$ cat src/rtl/fsa_pkg.sv
// ----------------------------------------------------------------------------
// fsa_pkg: shared types and constants of the file sector allocator
// Result codes, default sizes, the result beat layout and the name trimming
// function used on request entry.
// ----------------------------------------------------------------------------
package fsa_pkg;

  localparam int MAP_ENTRIES_DEF      = 256;
  localparam int DIR_ENTRIES_DEF      = 16;
  localparam int SECTORS_PER_FILE_DEF = 20;
  localparam int NAME_BYTES_DEF       = 12;
  localparam int RESERVED_RESET       = 3;

  localparam int NAME_LOW_W  = 64;
  localparam int NAME_HIGH_W = 32;
  localparam int NAME_W      = NAME_LOW_W + NAME_HIGH_W;
  localparam int NAME_MAX    = NAME_W / 8;
  localparam int COUNT_W     = 5;
  localparam int CFG_W       = 9;
  localparam int ENTRY_W     = 4;
  localparam int SECTOR_W    = 8;

  typedef logic [1:0] status_t;

  localparam status_t STATUS_OK           = 2'd0;
  localparam status_t STATUS_INSUFFICIENT = 2'd1;
  localparam status_t STATUS_NO_ENTRY     = 2'd2;

  typedef struct packed {
    logic                valid;
    status_t             status;
    logic [ENTRY_W-1:0]  entry_index;
    logic [SECTOR_W-1:0] sector_number;
    logic                sector_valid;
    logic                last;
  } result_t;

  // Keeps the name bytes up to the first zero byte and below nbytes.
  function automatic logic [NAME_W-1:0] name_trim(input logic [NAME_LOW_W-1:0]  lo,
                                                  input logic [NAME_HIGH_W-1:0] hi,
                                                  input int                     nbytes);
    logic [NAME_W-1:0] raw;
    logic [NAME_W-1:0] trimmed;
    logic              alive;
    raw     = {hi, lo};
    trimmed = '0;
    alive   = 1'b1;
    for (int i = 0; i < NAME_MAX; i++) begin
      if (raw[8*i +: 8] == 8'h00 || i >= nbytes) begin
        alive = 1'b0;
      end
      if (alive) begin
        trimmed[8*i +: 8] = raw[8*i +: 8];
      end
    end
    return trimmed;
  endfunction

endpackage

$ cat src/rtl/file_sector_allocator_top.sv
// ----------------------------------------------------------------------------
// file_sector_allocator_top: file-create allocator with sector map and directory
// Takes a file-create request (name and sector count), finds the first free
// directory slot, checks and claims the lowest free map sectors and reports
// one result beat per claimed sector, or a single beat when none is claimed.
// ----------------------------------------------------------------------------
//
//   Channel   Handshake           Payload
//   -------   -----------------   ----------------------------------------------
//   request   start && !busy      name_low, name_high, sector_count
//   result    result_valid        status, entry_index, sector_number,
//                                 sector_valid, last
//   config    cfg_we              cfg_data (reserved sector count)
//
// After reset the block clears the sector map and the directory with busy held
// high. During a request busy stays high, and the directory scan and both map
// passes read one memory entry per cycle. Result beats last one cycle each and
// the receiver cannot stall them; busy falls in the cycle of the final beat, so
// the next request can be taken then.
// ----------------------------------------------------------------------------
module file_sector_allocator_top #(
  parameter int MAP_ENTRIES      = fsa_pkg::MAP_ENTRIES_DEF,
  parameter int DIR_ENTRIES      = fsa_pkg::DIR_ENTRIES_DEF,
  parameter int SECTORS_PER_FILE = fsa_pkg::SECTORS_PER_FILE_DEF,
  parameter int NAME_BYTES       = fsa_pkg::NAME_BYTES_DEF
) (
  input  logic                            clk,
  input  logic                            rst,
  input  logic                            start,
  output logic                            busy,
  input  logic [fsa_pkg::NAME_LOW_W-1:0]  name_low,
  input  logic [fsa_pkg::NAME_HIGH_W-1:0] name_high,
  input  logic [fsa_pkg::COUNT_W-1:0]     sector_count,
  input  logic                            cfg_we,
  input  logic [fsa_pkg::CFG_W-1:0]       cfg_data,
  output logic                            result_valid,
  output logic [1:0]                      status,
  output logic [fsa_pkg::ENTRY_W-1:0]     entry_index,
  output logic [fsa_pkg::SECTOR_W-1:0]    sector_number,
  output logic                            sector_valid,
  output logic                            last
);
  import fsa_pkg::*;

  localparam int MAP_AW = $clog2(MAP_ENTRIES);
  localparam int DIR_AW = (DIR_ENTRIES > 1) ? $clog2(DIR_ENTRIES) : 1;

  result_t           res;
  logic              map_we;
  logic [MAP_AW-1:0] map_waddr;
  logic              map_wdata;
  logic [MAP_AW-1:0] map_raddr;
  logic              map_q;
  logic              dir_we;
  logic [DIR_AW-1:0] dir_waddr;
  logic [NAME_W-1:0] dir_wdata;
  logic [DIR_AW-1:0] dir_raddr;
  logic [NAME_W-1:0] dir_q;

  // The sequencer owns every control register and the result beat register.
  fsa_ctrl #(
    .MAP_ENTRIES      (MAP_ENTRIES),
    .DIR_ENTRIES      (DIR_ENTRIES),
    .SECTORS_PER_FILE (SECTORS_PER_FILE),
    .NAME_BYTES       (NAME_BYTES),
    .MAP_AW           (MAP_AW),
    .DIR_AW           (DIR_AW)
  ) u_ctrl (
    .clk          (clk),
    .rst          (rst),
    .start        (start),
    .name_low     (name_low),
    .name_high    (name_high),
    .sector_count (sector_count),
    .cfg_we       (cfg_we),
    .cfg_data     (cfg_data),
    .busy         (busy),
    .res          (res),
    .map_we       (map_we),
    .map_waddr    (map_waddr),
    .map_wdata    (map_wdata),
    .map_raddr    (map_raddr),
    .map_q        (map_q),
    .dir_we       (dir_we),
    .dir_waddr    (dir_waddr),
    .dir_wdata    (dir_wdata),
    .dir_raddr    (dir_raddr),
    .dir_q        (dir_q)
  );

  // Allocation map: one used bit per sector. Reserved sectors are not stored
  // here; the sequencer treats every sector below the reserved count as used.
  fsa_ram #(
    .WIDTH (1),
    .DEPTH (MAP_ENTRIES),
    .AW    (MAP_AW)
  ) u_map_ram (
    .clk   (clk),
    .we    (map_we),
    .waddr (map_waddr),
    .wdata (map_wdata),
    .raddr (map_raddr),
    .rdata (map_q)
  );

  // Directory: the trimmed name of each slot. A slot is free when its first
  // name byte is zero.
  fsa_ram #(
    .WIDTH (NAME_W),
    .DEPTH (DIR_ENTRIES),
    .AW    (DIR_AW)
  ) u_dir_ram (
    .clk   (clk),
    .we    (dir_we),
    .waddr (dir_waddr),
    .wdata (dir_wdata),
    .raddr (dir_raddr),
    .rdata (dir_q)
  );

  assign result_valid  = res.valid;
  assign status        = res.status;
  assign entry_index   = res.entry_index;
  assign sector_number = res.sector_number;
  assign sector_valid  = res.sector_valid;
  assign last          = res.last;

`ifndef SYNTHESIS
  // A failure is always a single beat with no slot and no sector.
  a_fail_beat: assert property (@(posedge clk) disable iff (rst)
    result_valid && status != STATUS_OK |->
      last && !sector_valid && entry_index == '0 && sector_number == '0)
    else $error("failure beat carries slot or sector data");

  // Every beat of an allocation that is not the final one names a sector.
  a_mid_beat: assert property (@(posedge clk) disable iff (rst)
    result_valid && !last |-> status == STATUS_OK && sector_valid)
    else $error("non-final beat without an allocated sector");

  // The final beat of a request coincides with the block going idle.
  a_last_idle: assert property (@(posedge clk) disable iff (rst)
    result_valid && last |-> !busy)
    else $error("block still busy on the final beat");

  // An accepted request keeps the block busy for at least the next cycle.
  a_accept_busy: assert property (@(posedge clk) disable iff (rst)
    start && !busy |=> busy && !result_valid)
    else $error("accepted request did not make the block busy");
`endif

endmodule

$ cat src/rtl/fsa_ram.sv
// ----------------------------------------------------------------------------
// fsa_ram: generic simple dual-port RAM
// One write port and one read port, read data registered.
// ----------------------------------------------------------------------------
module fsa_ram #(
  parameter int WIDTH = 8,
  parameter int DEPTH = 16,
  parameter int AW    = (DEPTH > 1) ? $clog2(DEPTH) : 1
) (
  input  logic             clk,
  input  logic             we,
  input  logic [AW-1:0]    waddr,
  input  logic [WIDTH-1:0] wdata,
  input  logic [AW-1:0]    raddr,
  output logic [WIDTH-1:0] rdata
);

  logic [WIDTH-1:0] mem [DEPTH];

  always_ff @(posedge clk) begin
    if (we) begin
      mem[waddr] <= wdata;
    end
    rdata <= mem[raddr];
  end

endmodule

$ cat src/rtl/fsa_ctrl.sv
// ----------------------------------------------------------------------------
// fsa_ctrl: request sequencer of the file sector allocator
// Clears both memories after reset, scans the directory for a free slot,
// counts free map sectors, stores the name and allocates sectors, emitting
// one result beat per allocated sector, or a single beat when none is allocated.
// ----------------------------------------------------------------------------
module fsa_ctrl #(
  parameter int MAP_ENTRIES      = 256,
  parameter int DIR_ENTRIES      = 16,
  parameter int SECTORS_PER_FILE = 20,
  parameter int NAME_BYTES       = 12,
  parameter int MAP_AW           = $clog2(MAP_ENTRIES),
  parameter int DIR_AW           = (DIR_ENTRIES > 1) ? $clog2(DIR_ENTRIES) : 1
) (
  input  logic                          clk,
  input  logic                          rst,
  input  logic                          start,
  input  logic [fsa_pkg::NAME_LOW_W-1:0]  name_low,
  input  logic [fsa_pkg::NAME_HIGH_W-1:0] name_high,
  input  logic [fsa_pkg::COUNT_W-1:0]   sector_count,
  input  logic                          cfg_we,
  input  logic [fsa_pkg::CFG_W-1:0]     cfg_data,
  output logic                          busy,
  output fsa_pkg::result_t              res,
  output logic                          map_we,
  output logic [MAP_AW-1:0]             map_waddr,
  output logic                          map_wdata,
  output logic [MAP_AW-1:0]             map_raddr,
  input  logic                          map_q,
  output logic                          dir_we,
  output logic [DIR_AW-1:0]             dir_waddr,
  output logic [fsa_pkg::NAME_W-1:0]    dir_wdata,
  output logic [DIR_AW-1:0]             dir_raddr,
  input  logic [fsa_pkg::NAME_W-1:0]    dir_q
);
  import fsa_pkg::*;

  localparam int SCAN_W   = (MAP_AW > DIR_AW) ? MAP_AW : DIR_AW;
  localparam int CLR_LAST = ((MAP_ENTRIES > DIR_ENTRIES) ? MAP_ENTRIES : DIR_ENTRIES) - 1;
  localparam int RES_W    = $clog2(MAP_ENTRIES + 1);
  localparam int CNT_W    = $clog2(SECTORS_PER_FILE + 1);

  localparam logic [2:0] S_CLEAR = 3'd0;
  localparam logic [2:0] S_IDLE  = 3'd1;
  localparam logic [2:0] S_DIR   = 3'd2;
  localparam logic [2:0] S_COUNT = 3'd3;
  localparam logic [2:0] S_DWR   = 3'd4;
  localparam logic [2:0] S_ALLOC = 3'd5;

  logic [2:0]        state;
  logic [SCAN_W-1:0] iss_idx;
  logic              iss_more;
  logic              chk_v;
  logic [SCAN_W-1:0] chk_idx;
  logic [DIR_AW-1:0] slot;
  logic [COUNT_W-1:0] want;
  logic [NAME_W-1:0] name;
  logic [CNT_W-1:0]  cnt;
  logic [RES_W-1:0]  resv;

  logic [MAP_AW-1:0] chk_map;
  logic [DIR_AW-1:0] chk_dir;
  logic              map_free;
  logic [CNT_W:0]    cnt_inc;
  logic              hit;
  logic              map_end;
  logic              dir_end;
  logic [SCAN_W-1:0] scan_last;
  logic [RES_W-1:0]  cfg_clamp;
  logic [DIR_AW+3:0] slot_ext;
  logic [ENTRY_W-1:0] entry;
  logic              clr_map;
  logic              clr_dir;

  assign busy      = (state != S_IDLE);
  assign chk_map   = chk_idx[MAP_AW-1:0];
  assign chk_dir   = chk_idx[DIR_AW-1:0];
  assign map_free  = !map_q && (RES_W'(chk_map) >= resv);
  assign cnt_inc   = {1'b0, cnt} + 1'b1;
  assign hit       = chk_v && map_free && (cnt_inc == (CNT_W+1)'(want));
  assign map_end   = (chk_map == MAP_AW'(MAP_ENTRIES - 1));
  assign dir_end   = (chk_dir == DIR_AW'(DIR_ENTRIES - 1));
  assign scan_last = (state == S_DIR) ? SCAN_W'(DIR_ENTRIES - 1) : SCAN_W'(MAP_ENTRIES - 1);
  assign cfg_clamp = ({1'b0, cfg_data} > (CFG_W+1)'(MAP_ENTRIES)) ?
                     RES_W'(MAP_ENTRIES) : RES_W'(cfg_data);
  assign slot_ext  = {4'b0, slot};
  assign entry     = slot_ext[ENTRY_W-1:0];
  assign clr_map   = (state == S_CLEAR) && ({1'b0, iss_idx} < (SCAN_W+1)'(MAP_ENTRIES));
  assign clr_dir   = (state == S_CLEAR) && ({1'b0, iss_idx} < (SCAN_W+1)'(DIR_ENTRIES));

  // Memory ports
  assign map_raddr = iss_idx[MAP_AW-1:0];
  assign dir_raddr = iss_idx[DIR_AW-1:0];
  assign map_we    = clr_map || ((state == S_ALLOC) && chk_v && map_free);
  assign map_waddr = (state == S_CLEAR) ? iss_idx[MAP_AW-1:0] : chk_map;
  assign map_wdata = (state == S_ALLOC);
  assign dir_we    = clr_dir || (state == S_DWR);
  assign dir_waddr = (state == S_DWR) ? slot : iss_idx[DIR_AW-1:0];
  assign dir_wdata = (state == S_DWR) ? name : '0;

  always_ff @(posedge clk) begin
    if (rst) begin
      state    <= S_CLEAR;
      iss_idx  <= '0;
      iss_more <= 1'b0;
      chk_v    <= 1'b0;
      resv     <= RES_W'(RESERVED_RESET);
      res      <= '0;
    end else begin
      res <= '0;
      if (cfg_we && (cfg_clamp > resv)) begin
        resv <= cfg_clamp;
      end
      // Shared read issue for the three scan states.
      if (state == S_DIR || state == S_COUNT || state == S_ALLOC) begin
        chk_v   <= iss_more;
        chk_idx <= iss_idx;
        if (iss_idx == scan_last) begin
          iss_more <= 1'b0;
        end else begin
          iss_idx <= iss_idx + 1'b1;
        end
      end
      unique case (state)
        S_CLEAR: begin
          if (iss_idx == SCAN_W'(CLR_LAST)) begin
            state <= S_IDLE;
          end else begin
            iss_idx <= iss_idx + 1'b1;
          end
        end
        S_IDLE: begin
          if (start) begin
            name     <= name_trim(name_low, name_high, NAME_BYTES);
            want     <= sector_count;
            iss_idx  <= '0;
            iss_more <= 1'b1;
            chk_v    <= 1'b0;
            state    <= S_DIR;
          end
        end
        S_DIR: begin
          if (chk_v) begin
            if (dir_q[7:0] == 8'h00) begin
              slot     <= chk_dir;
              iss_idx  <= '0;
              iss_more <= 1'b1;
              chk_v    <= 1'b0;
              cnt      <= '0;
              if ({1'b0, want} > (COUNT_W+1)'(SECTORS_PER_FILE)) begin
                res.valid  <= 1'b1;
                res.status <= STATUS_INSUFFICIENT;
                res.last   <= 1'b1;
                state      <= S_IDLE;
              end else if (want == '0) begin
                state <= S_DWR;
              end else begin
                state <= S_COUNT;
              end
            end else if (dir_end) begin
              res.valid  <= 1'b1;
              res.status <= STATUS_NO_ENTRY;
              res.last   <= 1'b1;
              state      <= S_IDLE;
            end
          end
        end
        S_COUNT: begin
          if (chk_v && map_free) begin
            cnt <= cnt_inc[CNT_W-1:0];
          end
          if (hit) begin
            state <= S_DWR;
          end else if (chk_v && map_end) begin
            res.valid  <= 1'b1;
            res.status <= STATUS_INSUFFICIENT;
            res.last   <= 1'b1;
            state      <= S_IDLE;
          end
        end
        S_DWR: begin
          cnt      <= '0;
          iss_idx  <= '0;
          iss_more <= 1'b1;
          chk_v    <= 1'b0;
          if (want == '0) begin
            res.valid       <= 1'b1;
            res.status      <= STATUS_OK;
            res.entry_index <= entry;
            res.last        <= 1'b1;
            state           <= S_IDLE;
          end else begin
            state <= S_ALLOC;
          end
        end
        S_ALLOC: begin
          if (chk_v && map_free) begin
            res.valid         <= 1'b1;
            res.status        <= STATUS_OK;
            res.entry_index   <= entry;
            res.sector_number <= SECTOR_W'(chk_map);
            res.sector_valid  <= 1'b1;
            res.last          <= hit;
            cnt               <= cnt_inc[CNT_W-1:0];
          end
          if (hit) begin
            state <= S_IDLE;
          end
        end
        default: begin
          state <= S_IDLE;
        end
      endcase
    end
  end

endmodule

$ cat config.mk
export PLATFORM = sky130hd
export DESIGN_NAME = file_sector_allocator_top
export DESIGN_NICKNAME = d
export VERILOG_FILES = /design/src/rtl/fsa_pkg.sv /design/src/rtl/file_sector_allocator_top.sv /design/src/rtl/fsa_ram.sv /design/src/rtl/fsa_ctrl.sv
export SDC_FILE = /design/constraint.sdc
export NUM_CORES = 1
export LEC_CHECK = 0
export BUFFER_PORTS_ARGS = -buffer_cell sky130_fd_sc_hd__buf_2
export CAP_MARGIN = 10
export CORE_ASPECT_RATIO = 1.25
export CORE_UTILIZATION = 65
export DETAILED_ROUTE_END_ITERATION = 6
export PLACE_DENSITY = 0.83
export SYNTH_ARGS = -nofsm -noshare
export SYNTH_HDL_FRONTEND = slang
export SYNTH_SLANG_ARGS = --single-unit
$ cat constraint.sdc
create_clock -name clk -period 14.6 [get_ports clk]
set_input_delay 4.38 -clock clk [delete_from_list [all_inputs] [get_ports clk]]
set_output_delay 4.38 -clock clk [all_outputs]
set_load 0.005 [all_outputs]
==> run_results.csv, run 1 <==
group,metric,value,unit
status,status,"finished, final reports clean",
drt,routed_via_density,6.45,
clock_network,cts_tree,"done",
finish,final_nets,1614,
floorplanning,die_h,199,µm
placement,dp_hpwl,25.5,mm
synthesis,ys_ff_latch,462,
clock_network,clockRootBuffer,"clkbuf_16",
floorplanning,dieWidth,159,µm
power,p_per_area,162,mW/mm²
placement,gp_congestion,0.909,
synthesis,avgSynthCellArea,13.7,µm²
global_route,grt_util_all_layers,0.283,
global_route,grt_pass1_vias,12300,
timing,finalSetupTns,0,ns
clock_network,postCtsSetupBuffers,0,
floorplanning,core-area,0.0303,mm²
finish,diodes,0,
floorplanning,ios,132,
drt,dr.pass1.iters,5,
timing,rsz0062_at_grt,"false",
global_route,grt_first_pass_wirelength,67.7,mm
synthesis,yosysSeqAreaShare,0.666,
drt,wl_per_cell,23.0,µm
worst_setup_path,setup.worst_path.start_class,"flip-flop",
global_route,grt_max_degree,155,
finish,nFillCells,1838,
worst_setup_path,crit_slowest_cell,"dfxtp_1",
synthesis,synth.area.top_cells,"edfxtp_1, mux4_2, nor2_1",
timing,setup_viol,0,
synthesis,synthCells,1466,
clock_network,cts_inserted_buffers,43,
synthesis,yosysTopAreaCell,"edfxtp_1",
hold_path,worstHoldPathType,"flip-flop to flip-flop",
clock_network,clk-insertion-delay-late,0.57,ns
power,irDropWorstVdd,0.000166,V
floorplanning,die_area,0.0317,mm²
worst_setup_path,critPathCaptureType,"output pin",
clock_network,cts.sinks,462,
worst_setup_path,critPathArrivalTime,2.04,ns
worst_setup_path,cp_max_fo,21,
drt,route.detailed.drc,0,
timing,slew_violations,0,
worst_setup_path,slowest_delay,0.84,ns
clock_network,ctsResizeCount,0,
synthesis,synth.cell_area,0.0201,mm²
timing,worst_slew_pin_slew,1.12,ns
synthesis,synthFlopType,"edfxtp_1",
finish,drive_gt1_frac,0.151,
floorplanning,rows,71,
power,leakage,6.65,nW
worst_setup_path,required,10.22,ns
placement,place.port_buffers,43,
timing,period_share,0.440,
timing,hold_slack,0.497,ns
timing,relSlewSlack,0.256,
synthesis,ys_types,66,
global_route,antenna_found_initial,0,
drt,routed_wl,44.1,mm
timing,hold_violations,0,
synthesis,synth_nets,1599,
finish,utilization,0.724,
timing,finalClockSkew,0.0195,ns
timing,period_minus_slack,6.42,ns
drt,drt_iter0_markers,1395,
clock_network,hold_buffers,0,
worst_setup_path,cp_cell_sequence,"inv_2 > nand3_1 > buf_2",
synthesis,synth_top_area_share,0.618,
synthesis,yosysWarningCount,0,
timing,fmax,156,MHz
floorplanning,start_util,0.664,
drt,ant_nets,0,
worst_setup_path,critPathKind,"flip-flop to output pin",
clock_network,clock_path_buffers,3,
synthesis,synth-edff-count,414,
synthesis,synthArstFlopShare,0,
drt,vias,12400,
finish,areaGrowthSynthToFinish,8.95,%
clock_network,htree_levels,2,
global_route,globalRoute.totalOverflow,0,
clock_network,clkTransAtPathRegs,0.06,ns
flow_run,max_cap_viol_count,0,
## per-layer routing
metal / up-vias / track usage / wire length [µm]
met4: 0 / 0.130 / 1830
met5: - / 0 / 0
met1: 6085 / 0.348 / 16200
li1: 5483 / - / -
met3: 157 / 0.0369 / 3110
met2: 634 / 0.503 / 23000
## stage by stage
step / area, µm² / power [mW] / setup WS (ns) / std cells
after floorplan: 20100 / 2.24 / 5.41 / 1466
after global placement: 20600 / 2.49 / 7.81 / 1836
after detailed placement: 20600 / 2.52 / 7.75 / 1836
after CTS: 21900 / 3.55 / 8.25 / 1916
after global routing: 21900 / 3.66 / 8.12 / 1917
final: 21900 / 3.55 / 8.18 / 1917
## kinds of logic after synthesis
kind of cell	synth area share
flip-flops	0.666
adder cells (fa/ha/maj)	0.0118
buffers and inverters	0.0259
AND/OR/NAND/NOR	0.121
XOR/XNOR	0.00348
multiplexers	0.125
AO/OA/AOI/OAI	0.0475
## sequential cells by signal, summed over array words and instances, names as in the netlist
name,count
u_ctrl.chk_v,1
u_dir_ram.rdata,8
u_ctrl.iss_more,1
u_ctrl.map_raddr,8
u_ctrl.chk_idx,8
u_ctrl.res,17
u_ctrl.cnt,5
u_map_ram.rdata,1
u_ctrl.want,5
u_ctrl.resv,9
u_ctrl.entry,4
u_dir_ram.mem,128
u_map_ram.mem,256
u_ctrl.name,8
u_ctrl.state,3
## where the power goes
| group | switching (mW) | internal [mW] |
|---|---|---|
| Sequential | 0.0828 | 1.52 |
| Combinational | 0.613 | 0.291 |
| Clock | 0.477 | 0.565 |
| Total | 1.17 | 2.38 |
## critical path, delay by kind of cell (launching register included)
kind,cells,cell delay [ns]
buf+inv,2,0.37
flops,1,0.84
simple gates,1,0.27
## worst paths after layout
| path | start | to | slack (ns) | cells after the start |
|---|---|---|---|---|
| worst max register to register | u_ctrl.map_raddr[0]$_SDFF_PP0_ | u_map_ram.rdata$_DFF_P_ | 10.76 | 8 |
| worst max-delay path | u_ctrl.state[2]$_SDFFE_PP0P_ | busy | 8.18 | 3 |
| worst min-delay path | u_ctrl.resv[6]$_SDFFE_PP0P_ | u_ctrl.resv[6]$_SDFFE_PP0P_ | 0.50 | 2 |
| worst min register to register | u_ctrl.resv[6]$_SDFFE_PP0P_ | u_ctrl.resv[6]$_SDFFE_PP0P_ | 0.50 | 2 |
## cells in the final DEF (no fill, tap or decap), types with 6 or more instances in the layout
cell	count
o21ai_0	13
nand2_1	116
inv_2	7
a31oi_1	18
and2_1	13
clkbuf_16	43
buf_4	17
o21ai_1	15
nor4_1	9
a21oi_1	29
nor2_1	337
mux4_2	86
inv_1	18
a221oi_1	7
edfxtp_1	414
and3_1	11
nand3_1	22
nand4_1	7
clkinv_2	7
nor3_1	19
nor3b_1	6
dfxtp_1	45
clkinv_1	10
mux2i_1	55
a22oi_1	14
clkbuf_1	13
ha_1	19
nand2b_1	10
buf_2	43
nor2b_1	11
## cell type report
type	count	area, µm²	area share
clock buffer	59	1170	0.0532
sequential	462	13400	0.611
clock inverter	21	129	0.00588
timing repair buffer	61	370	0.0169
inverter	25	93.8	0.00428
tap	401	502	0.0229
multi-input combinational	888	6260	0.285
## cell usage after synthesis, drive strengths merged, types with 3 or more instances
master and n:
edfxtp 414, nor2 339, nand2 117, mux4 86, clkbuf 59, mux2i 55
dfxtp 48, buf 32, a21oi 30, o21ai 28, inv 25, nand3 22
a31oi 20, nor3 20, ha 19, a22oi 15, and2 13, and3 11
nor2b 11, nand2b 10, nor4 9, a221oi 7, nand4 7, nor3b 7
o31ai 6, o211ai 5, o21a 5, or2 5, a21o 4, xnor2 4
xor2 4, o22ai 3
Power figures use the tool's default switching activity.
==> run 2, diff against run 1 <==
--- a/config.mk
+++ b/config.mk
@@ -5,12 +5,13 @@
 export SDC_FILE = /design/constraint.sdc
 export NUM_CORES = 1
 export LEC_CHECK = 0
+export ABC_AREA = 1
 export BUFFER_PORTS_ARGS = -buffer_cell sky130_fd_sc_hd__buf_2
 export CAP_MARGIN = 10
 export CORE_ASPECT_RATIO = 1.25
-export CORE_UTILIZATION = 65
+export CORE_UTILIZATION = 61
 export DETAILED_ROUTE_END_ITERATION = 6
-export PLACE_DENSITY = 0.83
+export PLACE_DENSITY = 0.78
 export SYNTH_ARGS = -nofsm -noshare
 export SYNTH_HDL_FRONTEND = slang
 export SYNTH_SLANG_ARGS = --single-unit
==> constraint.sdc (replaced) <==
create_clock -name clk -period 6.4 [get_ports clk]
set_input_delay 1.92 -clock clk [delete_from_list [all_inputs] [get_ports clk]]
set_output_delay 1.92 -clock clk [all_outputs]
set_load 0.005 [all_outputs]
==> run 2 against run 1 <==
  * The flow now finishes with violations (DRC)
  * Via count grew 22%
  * Clock-buffer cell count shrank 2
  * Cell area grew 2.8%
  * Worst hold slack lost 0.013 ns
  * Sequential share of layout area shrank 1.7 points
  * Cell count grew 33%
  * Clock skew grew 0.0083 ns
  * Largest cell class unchanged
  * Largest power group unchanged
==> run_results.csv, run 2 <==
group,metric,value,unit
floorplanning,dieWidth,167,µm
floorplanning,die_area,0.0346,mm²
synthesis,synth.area.top_cells,"edfxtp_1, nor2_1, nand2_1",
floorplanning,start_util,0.617,
drt,routed_via_density,5.90,
power,irDropWorstVdd,0.000272,V
timing,setup_viol,0,
synthesis,ys_ff_latch,462,
synthesis,synth_top_area_share,0.602,
worst_setup_path,cp_max_fo,18,
worst_setup_path,crit_end,"u_ctrl.resv[6]$_SDFFE_PP0P_",
drt,routed_wl,49.2,mm
synthesis,ys_types,39,
power,p_per_area,414,mW/mm²
clock_network,clock_path_buffers,3,
synthesis,synth-edff-count,414,
synthesis,yosysWarningCount,0,
finish,final_cell_mix,"nor2_1, nand2_1, edfxtp_1",
worst_setup_path,critPathKind,"input port to flip-flop",
drt,dr.pass1.iters,7,
drt,route.detailed.drc,5,
drt,drt_iter0_markers,1729,
synthesis,synthCells,2108,
global_route,grt_use_met2,0.497,
clock_network,hold_buffers,0,
global_route,grt_first_pass_wirelength,76.1,mm
floorplanning,core-area,0.0335,mm²
timing,relSlewSlack,0.207,
hold_path,worstHoldPathType,"flip-flop to flip-flop",
finish,nFillCells,2575,
timing,finalClockSkew,0.0278,ns
floorplanning,die_h,208,µm
finish,drive_gt1_frac,0.0795,
synthesis,avgSynthCellArea,9.80,µm²
flow_run,max_cap_viol_count,0,
timing,fmax,258,MHz
worst_setup_path,r2r_slack,2.64,ns
global_route,grt_max_degree,133,
worst_setup_path,reg2reg_depth,6,
worst_setup_path,critPathCaptureType,"flip-flop",
placement,gp_congestion,0.895,
clock_network,clk-insertion-delay-late,0.58,ns
clock_network,cts_tree,"done",
clock_network,postCtsSetupBuffers,0,
timing,finalSetupTns,0,ns
synthesis,yosys-top-cells-count,"nor2_1, nand2_1, edfxtp_1",
worst_setup_path,setup.worst_path.start_class,"input port",
finish,diodes,0,
synthesis,synthArstFlopShare,0,
synthesis,synthFlopType,"edfxtp_1",
drt,vias,15000,
global_route,grt_util_all_layers,0.287,
hold_path,hold_path_depth,0,
timing,worst_slew_pin_slew,1.19,ns
timing,period_share,0.605,
global_route,top_usage_layer,"met2",
synthesis,yosysSeqAreaShare,0.648,
finish,reg.largest.list,"u_map_ram.mem: 256 flops, u_dir_ram.mem: 128 flops, u_ctrl.res: 17 flops",
drt,ant_nets,0,
status,violations,"DRC",
synthesis,yosysTopAreaCell,"edfxtp_1",
finish,utilization,0.673,
global_route,grt_pass1_vias,14300,
timing,hold_violations,0,
status,status,"complete, but fails checks",
timing,rsz0062_at_grt,"false",
finish,areaGrowthSynthToFinish,9.03,%
synthesis,synth_nets,2241,
clock_network,clkTransAtPathRegs,0.07,ns
power,leakage,8.33,nW
worst_setup_path,startpoint,"cfg_data[5]",
timing,slew_violations,0,
clock_network,clockRootBuffer,"clkbuf_16",
clock_network,ctsResizeCount,0,
synthesis,synth.cell_area,0.0207,mm²
global_route,antenna_found_initial,0,
clock_network,cts.sinks,462,
global_route,grtUsageMet1,0.361,
placement,dp_hpwl,27.8,mm
finish,final_nets,2224,
timing,period_minus_slack,3.87,ns
placement,place.port_buffers,43,
finish,layout_commonest_cell,"nor2_1",
worst_setup_path,reg2reg_from,"u_ctrl.state[2]$_SDFFE_PP0P_",
worst_setup_path,required,6.82,ns
worst_setup_path,critPathArrivalTime,4.30,ns
clock_network,cts_inserted_buffers,45,
global_route,grtUsageMet3,0.0364,
synthesis,synth_most_common_cell,"nor2_1",
floorplanning,ios,132,
worst_setup_path,rr_endpoint,"u_map_ram.mem[120]$_DFFE_PP_",
global_route,globalRoute.totalOverflow,0,
finish,largest_register_ffs,256,
clock_network,htree_levels,2,
drt,wl_per_cell,19.3,µm
finish,top_register,"u_map_ram.mem",
floorplanning,rows,75,
-- run 2: worst min path at each step --
stage                                               from                     endpoint  slack (ns)
after global placement       u_ctrl.resv[1]$_SDFFE_PP1P_  u_ctrl.resv[1]$_SDFFE_PP1P_        0.46
after CTS                    u_ctrl.chk_idx[0]$_DFFE_PP_    u_ctrl.entry[0]$_DFFE_PP_        0.48
after floorplan           u_ctrl.map_raddr[1]$_SDFF_PP0_  u_ctrl.chk_idx[1]$_DFFE_PP_        0.43
final                        u_ctrl.chk_idx[0]$_DFFE_PP_    u_ctrl.entry[0]$_DFFE_PP_        0.48
after detailed placement     u_ctrl.chk_idx[0]$_DFFE_PP_    u_ctrl.entry[0]$_DFFE_PP_        0.47
after global routing         u_ctrl.resv[1]$_SDFFE_PP1P_  u_ctrl.resv[1]$_SDFFE_PP1P_        0.52
-- run 2: metrics by stage --
step | power [mW] | instance area, µm² | hold WS [ns] | instances | worst slack [ns]
finish | 9.34 | 22500 | 0.484 | 2550 | 2.53
global route | 9.77 | 22500 | 0.524 | 2550 | 2.21
CTS | 9.31 | 22500 | 0.485 | 2549 | 2.61
detailed placement | 6.68 | 21100 | 0.466 | 2466 | 2.03
global placement | 6.60 | 21100 | 0.460 | 2466 | 2.06
floorplan | 5.84 | 20700 | 0.429 | 2108 | 1.02
-- run 2: per-layer routing --
| metal | vias to the layer above | part of all wire |
|---|---|---|
| li1 | 7093 | - |
| met1 | 7123 | 0.38 |
| met2 | 692 | 0.50 |
| met3 | 132 | 0.085 |
| met4 | 0 | 0.039 |
| met5 | - | 0 |
-- run 2: logic make-up after synthesis --
group,synth area share
AND/OR/NAND/NOR,0.229
buffers and inverters,0.0467
flip-flops,0.648
AO/OA/AOI/OAI,0.0643
XOR/XNOR,0.000848
adder cells (fa/ha/maj),0.0115
-- run 2: area by class of cell --
class / count / area [µm²] / share of cell area
Sequential cell: 462 / 13400 / 0.595
Tap cell: 423 / 529 / 0.0235
Inverter: 120 / 460 / 0.0204
Timing Repair Buffer: 61 / 367 / 0.0163
Clock buffer: 57 / 1190 / 0.0529
Clock inverter: 26 / 273 / 0.0121
Multi-Input combinational cell: 1401 / 6310 / 0.280
-- run 2: critical path, cell delays in order --
cell and delay (ns):
buf_2 0.11, nor4_1 0.28, a21oi_1 0.12, inv_1 0.14, nand2_1 0.07, inv_1 0.07
ha_1 0.17, nand2_1 0.06, nor2_1 0.12, or3b_2 0.45, nand3_1 0.07, nand2_1 0.32
o21ai_0 0.32, a21oi_1 0.06
-- run 2: where the power goes --
group | switching [mW] | internal [mW]
clock | 1.12 | 1.53
combinational | 2.15 | 0.729
sequential | 0.198 | 3.61
total | 3.47 | 5.86
